## config.mk

```make
export PLATFORM = sky130hd
export DESIGN_NAME = sfd_delay_mod
export DESIGN_NICKNAME = d
export VERILOG_FILES = /design/src/sfd_pkg.sv /design/src/sfd_delay_mod.sv
export SDC_FILE = /design/constraint.sdc
export NUM_CORES = 1
export LEC_CHECK = 0
export BUFFER_PORTS_ARGS = -buffer_cell sky130_fd_sc_hd__buf_2
export CORE_MARGIN = 3
export CORE_UTILIZATION = 45
export DETAILED_ROUTE_END_ITERATION = 6
export HOLD_SLACK_MARGIN = 0.02
export PLACE_DENSITY = 0.78
export SYNTH_ARGS = -nofsm -noshare
export SYNTH_HDL_FRONTEND = slang
export SYNTH_SLANG_ARGS = --single-unit
```

## constraint.sdc

```tcl
create_clock -name clk_i -period 1.25 [get_ports clk_i]
set_clock_uncertainty 0.1 [all_clocks]
set_input_delay 0.125 -clock clk_i [delete_from_list [all_inputs] [get_ports clk_i]]
set_output_delay 0.125 -clock clk_i [all_outputs]
set_load 0.01 [all_outputs]
```

## src/sfd_pkg.sv

```systemverilog
// ----------------------------------------------------------------------------
// sfd_pkg
// Shared types and constants of the stereo feedback delay: register indexes,
// field widths, sequencer states and the control bundle to the channel paths.
// ----------------------------------------------------------------------------
package sfd_pkg;

  localparam int SAMPLE_BITS_DEF   = 24;
  localparam int HISTORY_DEPTH_DEF = 131072;

  localparam int GAIN_BITS      = 16;
  localparam int DELAY_BITS     = 17;
  localparam int CFG_INDEX_BITS = 2;
  localparam int CFG_DATA_BITS  = DELAY_BITS;

  // Q1.15 gains: half an LSB of the scaled product, and the fraction width
  localparam int Q_FRAC     = 15;
  localparam int ROUND_HALF = 16384;

  typedef enum logic [CFG_INDEX_BITS-1:0] {
    CFG_WET_GAIN      = 2'd0,
    CFG_FEEDBACK_GAIN = 2'd1,
    CFG_LEFT_DELAY    = 2'd2,
    CFG_RIGHT_DELAY   = 2'd3
  } sfd_cfg_e;

  typedef enum logic [2:0] {
    S_IDLE,
    S_WET,
    S_OUT,
    S_FB,
    S_STORE
  } sfd_state_e;

  typedef struct packed {
    logic accept;    // latch the input beat, read the history
    logic wet_mul;   // wet gain times delayed sample
    logic out_load;  // load the result register
    logic fb_mul;    // feedback gain times result
    logic store;     // write the history entry
  } sfd_ctrl_t;

  // Number of restoring steps that reduce a delay modulo the depth: the count
  // of shifts k for which depth << k still fits the delay range.
  function automatic int red_steps(input longint depth);
    int n;
    n = 0;
    for (int k = 0; k < DELAY_BITS; k++) begin
      if ((depth << k) <= ((longint'(1) << DELAY_BITS) - 1)) begin
        n = k + 1;
      end
    end
    return n;
  endfunction

endpackage

```

## src/sfd_delay_mod.sv

```systemverilog
// ----------------------------------------------------------------------------
// sfd_delay_mod
// Holds one channel's delay register and reduces it modulo the history depth
// with a restoring subtract, one shifted depth per cycle after each write.
// ----------------------------------------------------------------------------
module sfd_delay_mod #(
  parameter int HISTORY_DEPTH = sfd_pkg::HISTORY_DEPTH_DEF
) (
  input  logic                                 clk_i,
  input  logic                                 rst_ni,
  input  logic                                 load_i,
  input  logic [sfd_pkg::DELAY_BITS-1:0]       value_i,
  output logic [$clog2(HISTORY_DEPTH)-1:0]     dmod_o,
  output logic                                 busy_o
);

  localparam int AddrBits = $clog2(HISTORY_DEPTH);
  localparam int DlyBits  = sfd_pkg::DELAY_BITS;
  localparam int Steps    = sfd_pkg::red_steps(longint'(HISTORY_DEPTH));

  logic [DlyBits-1:0] rem_q;

  assign dmod_o = AddrBits'(rem_q);

  if (Steps > 0) begin : g_reduce
    localparam logic [DlyBits-1:0] TopDiv  =
      DlyBits'(longint'(HISTORY_DEPTH) << (Steps - 1));
    localparam logic [DlyBits-1:0] DepthDv = DlyBits'(HISTORY_DEPTH);

    logic [DlyBits-1:0] div_q;
    logic               busy_q;

    always_ff @(posedge clk_i or negedge rst_ni) begin
      if (!rst_ni) begin
        rem_q  <= DlyBits'(1);
        div_q  <= DepthDv;
        busy_q <= 1'b0;
      end else if (load_i) begin
        rem_q  <= value_i;
        div_q  <= TopDiv;
        busy_q <= 1'b1;
      end else if (busy_q) begin
        if (rem_q >= div_q) begin
          rem_q <= rem_q - div_q;
        end
        div_q <= div_q >> 1;
        // last step uses the depth itself
        if (div_q == DepthDv) begin
          busy_q <= 1'b0;
        end
      end
    end

    assign busy_o = busy_q;
  end else begin : g_direct
    // every delay value is already below the depth
    always_ff @(posedge clk_i or negedge rst_ni) begin
      if (!rst_ni) begin
        rem_q <= DlyBits'(1);
      end else if (load_i) begin
        rem_q <= value_i;
      end
    end

    assign busy_o = 1'b0;
  end

endmodule

```

==> impl_results.md, run 1 <==
* Vias per cell at 4.60
* Multi-input logic area at 233 µm²
* Number of setup violations in the final report at 0
* Gr usage total at 16.8%
* Final Hold Viols at 0
* Int Pwr at 0.898 mW
* Compound-Gate Fraction of Synth Area at 0%
* RSZ-0062 raised after global routing: no
* Syn. warnings at 0
* Die area at 2060 µm²
* Antenna viol nets, final at 0
* Cts hold-fix bufs at 18
* Finished Layout Cells at 109
* Initial antenna violation count at 0
* Register Area at 427 µm²
* CP max-delay cell: dfstp_2
* Fill count at 81
* Crit path max-delay family: flip-flops
* Via Count at 501
* Simple-gate share of the synthesized area at 0%
* Nets at 115
* Core box area at 1380 µm²
* Multiplexer area fraction after synthesis at 32.8%
* Clock-pin slew on the worst setup and hold paths at 0.08 ns
* Synth Area per Inst at 18.4 µm²
* Worst setup EP type: output pin
* Die Width at 45.4 µm
* Fraction of layout cells with a size suffix above 1 at 61.7%
* FF+latch count, synth at 17
* Part of the power in combinational logic at 22.7%
* Leak at 0.552 nW
* Clk_lat worst skew at 0.28 ns
* Pre-CTS setup slack at 0.203 ns
* Crit Path Class: flop to output pin
* Post-synth cell types at 8
* Largest stage delay, worst path at 0.53 ns
* Number of flip-flops in the largest register at 17
* GRT overflow at 0
* MaxCap Viol Count at 0
* Mapped cell area at 698 µm²
* Area delta synth->final at 55.4%
* Part of the power in registers at 53.3%
* Pins Over Slew Limit at 0
* Most frequent cells in the layout: buf_2, dlygate4sd3_1, dfrtp_1, mux2_4, mux2_2
* Arrival @ worst endpoint at 0.94 ns
* Initial Util at 50.5%
* DRC Markers at 0
* CP cell instances: buf_2
* CTS root buf: clkbuf_4
* # IOs at 38
* WP buf/inv at 1
* Clk network pwr share at 24.0%
* Gate Count Post-Synth at 38
* Power per cell area at 1100 nW/µm²
* Area of placed instances at 878 µm²
* Max IR drop VDD at 0.875 mV
* Hold crit path type: input port to flop
* Final RePlAce weighted congestion at 0.651
* Post-Synth XOR/XNOR Area at 0%
* Net switching power at 0.290 mW
* Post-placement cell count at 87
* Post-route clock period utilization at 92.9%
* Num CTS Buffers at 3
* Global-route wire length before repair at 2330 µm
* DRT iter0 DRCs at 0
* Status: complete, no violations
* Hold_ws at 0.120 ns
* Mapped Nets at 58
* Vias in the first global route at 545
* Switching Fraction at 24.4%
* Die height at 45.4 µm
* Clock buffer depth at 2
* Diode count at 0
* Most common library cell in the layout ignoring fill and taps: buf_2
* Row count at 13
* CTS Sinks at 17
* Port Buffers at 36
* Routed len/inst at 13.6 µm
* Worst setup SP type: flop
* Post-route cell area at 1080 µm²
* Worst path required time at 1.02 ns
* CTS tree: built
* Largest family of logic cells by synthesized area: multiplexers
* Post-CTS Setup Bufs at 0
* Shortest period the worst path allows at 1.16 ns
* Max frequency at 0.861 GHz
* Setup TNS at 0 ns
* Final worst slack at 0.0892 ns
* Post-cts sizing count at 0
* Register area share after synthesis at 61.1%
* CTS H-tree depth at 1
* Total wire length at 1490 µm
* Crit path max fanout at 2
* Adder-Cell Fraction of Synth Area at 0%
* Maximum number of pins on one net before global-route repair at 18
* 1st-pass router iterations at 1
## synthesized netlist by cell type
cell      n  share of area, %
buf_12    1               2.9
buf_4     1               1.1
buf_6     1               1.6
conb_1    1              0.54
dfrtp_1  16                57
dfstp_2   1               3.8
mux2_2    7                11
mux2_4   10                22
## kinds of logic after synthesis
| group | after synthesis |
|---|---|
| buf+inv | 3 |
| other cells | 1 |
| mux | 17 |
| flops | 17 |
## stage by stage
| step | utilization (%) | power [mW] |
|---|---|---|
| floorplan | - | 0.773 |
| global placement | 63.5 | 0.868 |
| detailed placement | 63.5 | 0.873 |
| CTS | 78.5 | 1.20 |
| global route | 78.5 | 1.25 |
| finish | 78.5 | 1.19 |
## area by class of cell
| class | instances | area share, % |
|---|---|---|
| clock buffers | 4 | 2.42 |
| flip-flops and latches | 17 | 39.3 |
| multi-input cells | 18 | 21.5 |
| well taps | 15 | 1.73 |
| repair buffers | 55 | 35.1 |
## path summary, 6_finish.rpt
check / start / end / slack (ns) / depth (start not counted)
worst max-delay path: dmod_o[0]$_DFFE_PN1P_ / dmod_o[0] / 0.09 / 1
worst min-delay path: load_i / dmod_o[0]$_DFFE_PN1P_ / 0.12 / 2
worst max register to register: dmod_o[14]$_DFFE_PN0P_ / dmod_o[14]$_DFFE_PN0P_ / 0.38 / 1
worst min register to register: dmod_o[4]$_DFFE_PN0P_ / dmod_o[4]$_DFFE_PN0P_ / 0.41 / 1
max in group asynchronous: rst_ni / dmod_o[0]$_DFFE_PN1P_ / 0.54 / 2
min in group asynchronous: rst_ni / dmod_o[16]$_DFFE_PN0P_ / 0.19 / 2
## power groups by stage
stage / logic, mW / registers (mW) / clock network [mW]
global placement: 0.225 / 0.643 / 0
global route: 0.291 / 0.641 / 0.320
detailed placement: 0.228 / 0.645 / 0
finish: 0.270 / 0.633 / 0.285
CTS: 0.273 / 0.634 / 0.296
floorplan: 0.101 / 0.672 / 0
## routing by layer
| metal | vias up | GRT usage [%] | share of wire [%] |
|---|---|---|---|
| li1 | 238 | - | - |
| met1 | 239 | 18.5 | 38 |
| met2 | 20 | 28.1 | 53 |
| met3 | 4 | 7.11 | 6.7 |
| met4 | 0 | 7.02 | 1.5 |
| met5 | - | 0 | 0 |
Note: power is estimated with default switching activity, not from simulation.
==> inputs of run 2 (changes only) <==
CORE_UTILIZATION = 42   (was 45)
PLACE_DENSITY = 0.73   (was 0.78)
RECOVER_POWER = 50   (was default)
clock period = 1.3 ns   (was 1.25 ns; I/O delays follow)
==> run 2 against run 1 <==
Combinational power decreased by 10%. Non-clock buffer count unchanged. First-iteration DRC count increased by 2. Largest power group unchanged. Highest routed layer unchanged. Design area decreased by 2.0%. Clock power decreased by 5%. Hold slack improved by 0.057 ns. Routed wire length increased by 5.4%. Via count increased by 5.2%. Register-to-register slack improved by 0.03 ns. Worst setup slack improved by 0.041 ns. Final cell count increased by 0.92%.
==> impl_results.md, run 2 (synthesis gave the netlist of run 1 again) <==
* Post-route clock period utilization at 90.0%
* Via Count at 527
* 1st-pass router iterations at 4
* Core box area at 1540 µm²
* CP cell instances: buf_2
* R2r startpoint: dmod_o[9]$_DFFE_PN0P_
* CP endpoint: dmod_o[0]
* Die area at 2190 µm²
* Leak at 0.527 nW
* Flop2flop setup slack at 0.41 ns
* Shortest period the worst path allows at 1.17 ns
* Nets at 115
* Die height at 46.8 µm
* Core Util, Final at 69.0%
* Crit path max-delay family: flip-flops
* Power per cell area at 1060 nW/µm²
* Diode count at 0
* Port Buffers at 36
* Area delta synth->final at 52.3%
* Max IR drop VDD at 0.822 mV
* Final RePlAce weighted congestion at 0.663
* Gr usage total at 15.1%
* DRC Markers at 0
* CTS tree: built
* Max frequency at 0.855 GHz
* Initial antenna violation count at 0
* Post-cts sizing count at 0
* Cell depth of the worst setup path at 1
* Worst Setup SP: dmod_o[0]$_DFFE_PN1P_
* # IOs at 38
* Antenna viol nets, final at 0
* Worst path required time at 1.07 ns
* Maximum number of pins on one net before global-route repair at 18
* Setup TNS at 0 ns
* Die Width at 46.8 µm
* Crit Path Class: flop to output pin
* Vias in the first global route at 517
* Most common library cell in the layout ignoring fill and taps: buf_2
* WP buf/inv at 1
* Clock buffer depth at 2
* Clock-pin slew on the worst setup and hold paths at 0.10 ns
* Number of flip-flops in the largest register at 17
* Hold crit path type: input port to flop
* Crit path max fanout at 2
* Final worst slack at 0.130 ns
* Hold_ws at 0.176 ns
* Routed len/inst at 14.2 µm
* Num CTS Buffers at 3
* Pre-CTS setup slack at 0.320 ns
* CTS H-tree depth at 1
* Worst r2r dst: dmod_o[9]$_DFFE_PN0P_
* MaxCap Viol Count at 0
* Row count at 14
* GRT overflow at 0
* Fraction of layout cells with a size suffix above 1 at 55.3%
* Largest stage delay, worst path at 0.54 ns
* CTS root buf: clkbuf_4
* Arrival @ worst endpoint at 0.94 ns
* Vias per cell at 4.79
* Initial Util at 45.3%
* CP max-delay cell: dfstp_2
* HPWL after DPL at 944 µm
* Worst setup SP type: flop
* DRT iter0 DRCs at 2
* Final Hold Viols at 0
* CTS Sinks at 17
* R2R cell count at 1
* RSZ-0062 raised after global routing: no
* Global-route wire length before repair at 2270 µm
* Pins Over Slew Limit at 0
* Most frequent cells in the layout: buf_2, dlygate4sd3_1, dfrtp_1, mux2_2, mux2_1
* Status: complete, no violations
* Post-CTS Setup Bufs at 0
* Number of setup violations in the final report at 0
* Worst setup EP type: output pin
* Clk_lat worst skew at 0.28 ns
* Total wire length at 1570 µm
## run 2: cell types whose count changed in the layout (fill, tap and decap cells not counted)
cell / previous run / this run
mux2_4: 10 / 4
clkbuf_2: 0 / 1
buf_2: 36 / 35
mux2_1: 0 / 6
## run 2: layout make-up
type,instances,area (µm²)
fill,128,478
timing repair buffer,55,380
clock buffer,4,26.3
sequential,17,427
tap,16,20.0
multi-input combinational,18,210
## run 2: metal layers
| layer | routed length, µm | vias up | track usage (%) |
|---|---|---|---|
| met3 | 86 | 4 | 3.83 |
| met1 | 572 | 257 | 17.0 |
| met4 | 48 | 0 | 6.08 |
| met5 | 0 | - | 0 |
| li1 | - | 240 | - |
| met2 | 859 | 26 | 26.8 |
## run 2: report_power, final
| part | switching, mW | internal (mW) |
|---|---|---|
| combinational | 0.0970 | 0.145 |
| sequential | 0.0263 | 0.584 |
| clock | 0.153 | 0.119 |
## run 2: worst min-delay path by stage
| stage | start | end | slack, ns | depth (start not counted) |
|---|---|---|---|---|
| 6_report | load_i | dmod_o[13]$_DFFE_PN0P_ | 0.18 | 3 |
| 2_1_floorplan | rst_ni | dmod_o[10]$_DFFE_PN0P_ | -0.27 | 0 |
| 5_1_grt | load_i | dmod_o[12]$_DFFE_PN0P_ | 0.17 | 3 |
| 3_3_place_gp | rst_ni | dmod_o[7]$_DFFE_PN0P_ | -0.04 | 1 |
| 3_5_place_dp | rst_ni | dmod_o[6]$_DFFE_PN0P_ | -0.03 | 1 |
| 4_1_cts | rst_ni | dmod_o[8]$_DFFE_PN0P_ | 0.19 | 2 |
## run 2: what timing repair did
action / CTS / global route
hold buffers: 18 / 0
setup endpoints to repair: 0 / 0
hold endpoints to repair: 34 / 0
## run 2: per-stage QoR
step	power (mW)	std cells	instance area, µm²
6_report	1.12	110	1060
2_1_floorplan	0.743	38	698
5_1_grt	1.18	110	1060
3_5_place_dp	0.840	88	880
4_1_cts	1.15	110	1090
3_3_place_gp	0.836	88	880
==> inputs of run 3 (changes only) <==
REMOVE_ABC_BUFFERS = 1   (was default)
==> run 3 against run 2 <==
Count of clock-buffer cells in the layout fell by 1. Flip-flop and latch count did not move. Non-clock buffer count fell by 1. Combinational power fell by 4%. Hold slack got worse by 0.0013 ns. Sequential share of layout area rose by 0.72 points. Worst setup slack improved by 0.00090 ns. Critical endpoint unchanged. Largest power group unchanged. Highest routed layer is now met3.
==> impl_results.md, run 3 (synthesis gave the netlist of run 1 again) <==
* CTS tree: built
* Worst setup SP type: flop
* Clk network pwr share at 24.9%
* Final RePlAce weighted congestion at 0.689
* Net switching power at 0.282 mW
* Shortest period the worst path allows at 1.17 ns
* Global-route wire length before repair at 2040 µm
* Die Width at 46.8 µm
* MaxCap Viol Count at 0
* Max frequency at 0.855 GHz
* Largest stage delay, worst path at 0.53 ns
* 1st-pass router iterations at 3
* Crit path max-delay family: flip-flops
* Core box area at 1540 µm²
* Vias in the first global route at 444
* Post-route clock period utilization at 89.9%
* Part of the power in registers at 54.3%
* CTS Sinks at 17
* CTS root buf: clkbuf_4
* Initial Util at 45.3%
* # IOs at 38
* Antenna viol nets, final at 0
* Final worst slack at 0.131 ns
* Diode count at 0
* GRT overflow at 0
* Setup TNS at 0 ns
* Initial antenna violation count at 0
* Vias per cell at 4.55
* Maximum number of pins on one net before global-route repair at 18
* Power per cell area at 1070 nW/µm²
* CP max-delay cell: dfstp_2
* Clock buffer depth at 2
* Status: complete, no violations
* Int Pwr at 0.837 mW
* Die area at 2190 µm²
* R2r startpoint: dmod_o[9]$_DFFE_PN0P_
* Worst path required time at 1.07 ns
* Nets at 114
* Pre-CTS setup slack at 0.163 ns
* RSZ-0062 raised after global routing: no
* Routed len/inst at 12.2 µm
* Worst Setup SP: dmod_o[0]$_DFFE_PN1P_
* Clk_lat worst skew at 0.28 ns
* Part of the power in combinational logic at 20.8%
* Switching Fraction at 25.2%
* Area delta synth->final at 49.6%
* DRC Markers at 0
* CP cell instances: buf_2
* Pins Over Slew Limit at 0
* Arrival @ worst endpoint at 0.94 ns
* Port Buffers at 36
* Via Count at 496
* Worst setup EP type: output pin
* Most frequent cells in the layout: buf_2, dlygate4sd3_1, dfrtp_1, mux2_2, mux2_1
* Leak at 0.520 nW
* Final Hold Viols at 0
* WP buf/inv at 1
* Met1 Track Usage GR at 16.9%
* Number of flip-flops in the largest register at 17
* Clock-pin slew on the worst setup and hold paths at 0.10 ns
* GR Util met3 at 4.60%
* GR peak layer: met2
* Total wire length at 1330 µm
* DRT iter0 DRCs at 1
* Num CTS Buffers at 3
* Gr usage total at 13.6%
* Cts hold-fix bufs at 18
* Max IR drop VDD at 0.686 mV
* Crit path max fanout at 2
* M2 GR Usage at 21.1%
* Die height at 46.8 µm
* Post-CTS Setup Bufs at 0
* Crit Path Class: flop to output pin
* Post-cts sizing count at 0
* Hold crit path type: input port to asynchronous set/reset pin
* Most common library cell in the layout ignoring fill and taps: buf_2
* Number of setup violations in the final report at 0
* Row count at 14
* CTS H-tree depth at 1
* Fraction of layout cells with a size suffix above 1 at 55.9%
==> run 3: path summary, 6_finish.rpt <==
kind / depth (start not counted) / slack [ns] / to
min in group clk_i: 2 / 0.25 / dmod_o[10]$_DFFE_PN0P_
worst min-delay path: 2 / 0.18 / dmod_o[5]$_DFFE_PN0P_
max in group asynchronous: 2 / 0.62 / dmod_o[0]$_DFFE_PN1P_
worst max register to register: 1 / 0.41 / dmod_o[9]$_DFFE_PN0P_
worst max-delay path: 1 / 0.13 / dmod_o[0]
worst min register to register: 1 / 0.39 / dmod_o[5]$_DFFE_PN0P_
==> run 3: power by group through the flow <==
stage	registers (mW)	logic, mW	clock network [mW]
after floorplan	0.646	0.0752	0
after global placement	0.620	0.207	0
after detailed placement	0.619	0.211	0
after CTS	0.610	0.253	0.293
after global routing	0.616	0.254	0.316
final	0.608	0.233	0.278
==> run 3: routing by layer <==
metal  up-vias  wire length (µm)
met1       235               559
li1        242                 -
met4         0                 0
met5         -                 0
met3         0               100
met2        19               674
==> run 3: layout make-up <==
class                   count  area [µm²]
clock inverters             1        5.00
flip-flops and latches     17         427
well taps                  16        20.0
fillers                   128         497
clock buffers               3        22.5
multi-input cells          18         210
repair buffers             54         360
==> run 3: per-stage QoR <==
step | area (µm²) | hold slack, ns | instances | total power, mW | util [%]
3_3_place_gp | 860 | -0.0361 | 87 | 0.826 | 55.8
5_1_grt | 1040 | 0.198 | 109 | 1.19 | 67.8
4_1_cts | 1070 | 0.177 | 109 | 1.16 | 69.2
3_5_place_dp | 860 | -0.0333 | 87 | 0.830 | 55.8
2_1_floorplan | 659 | -0.266 | 35 | 0.721 | -
6_report | 1040 | 0.175 | 109 | 1.12 | 67.8
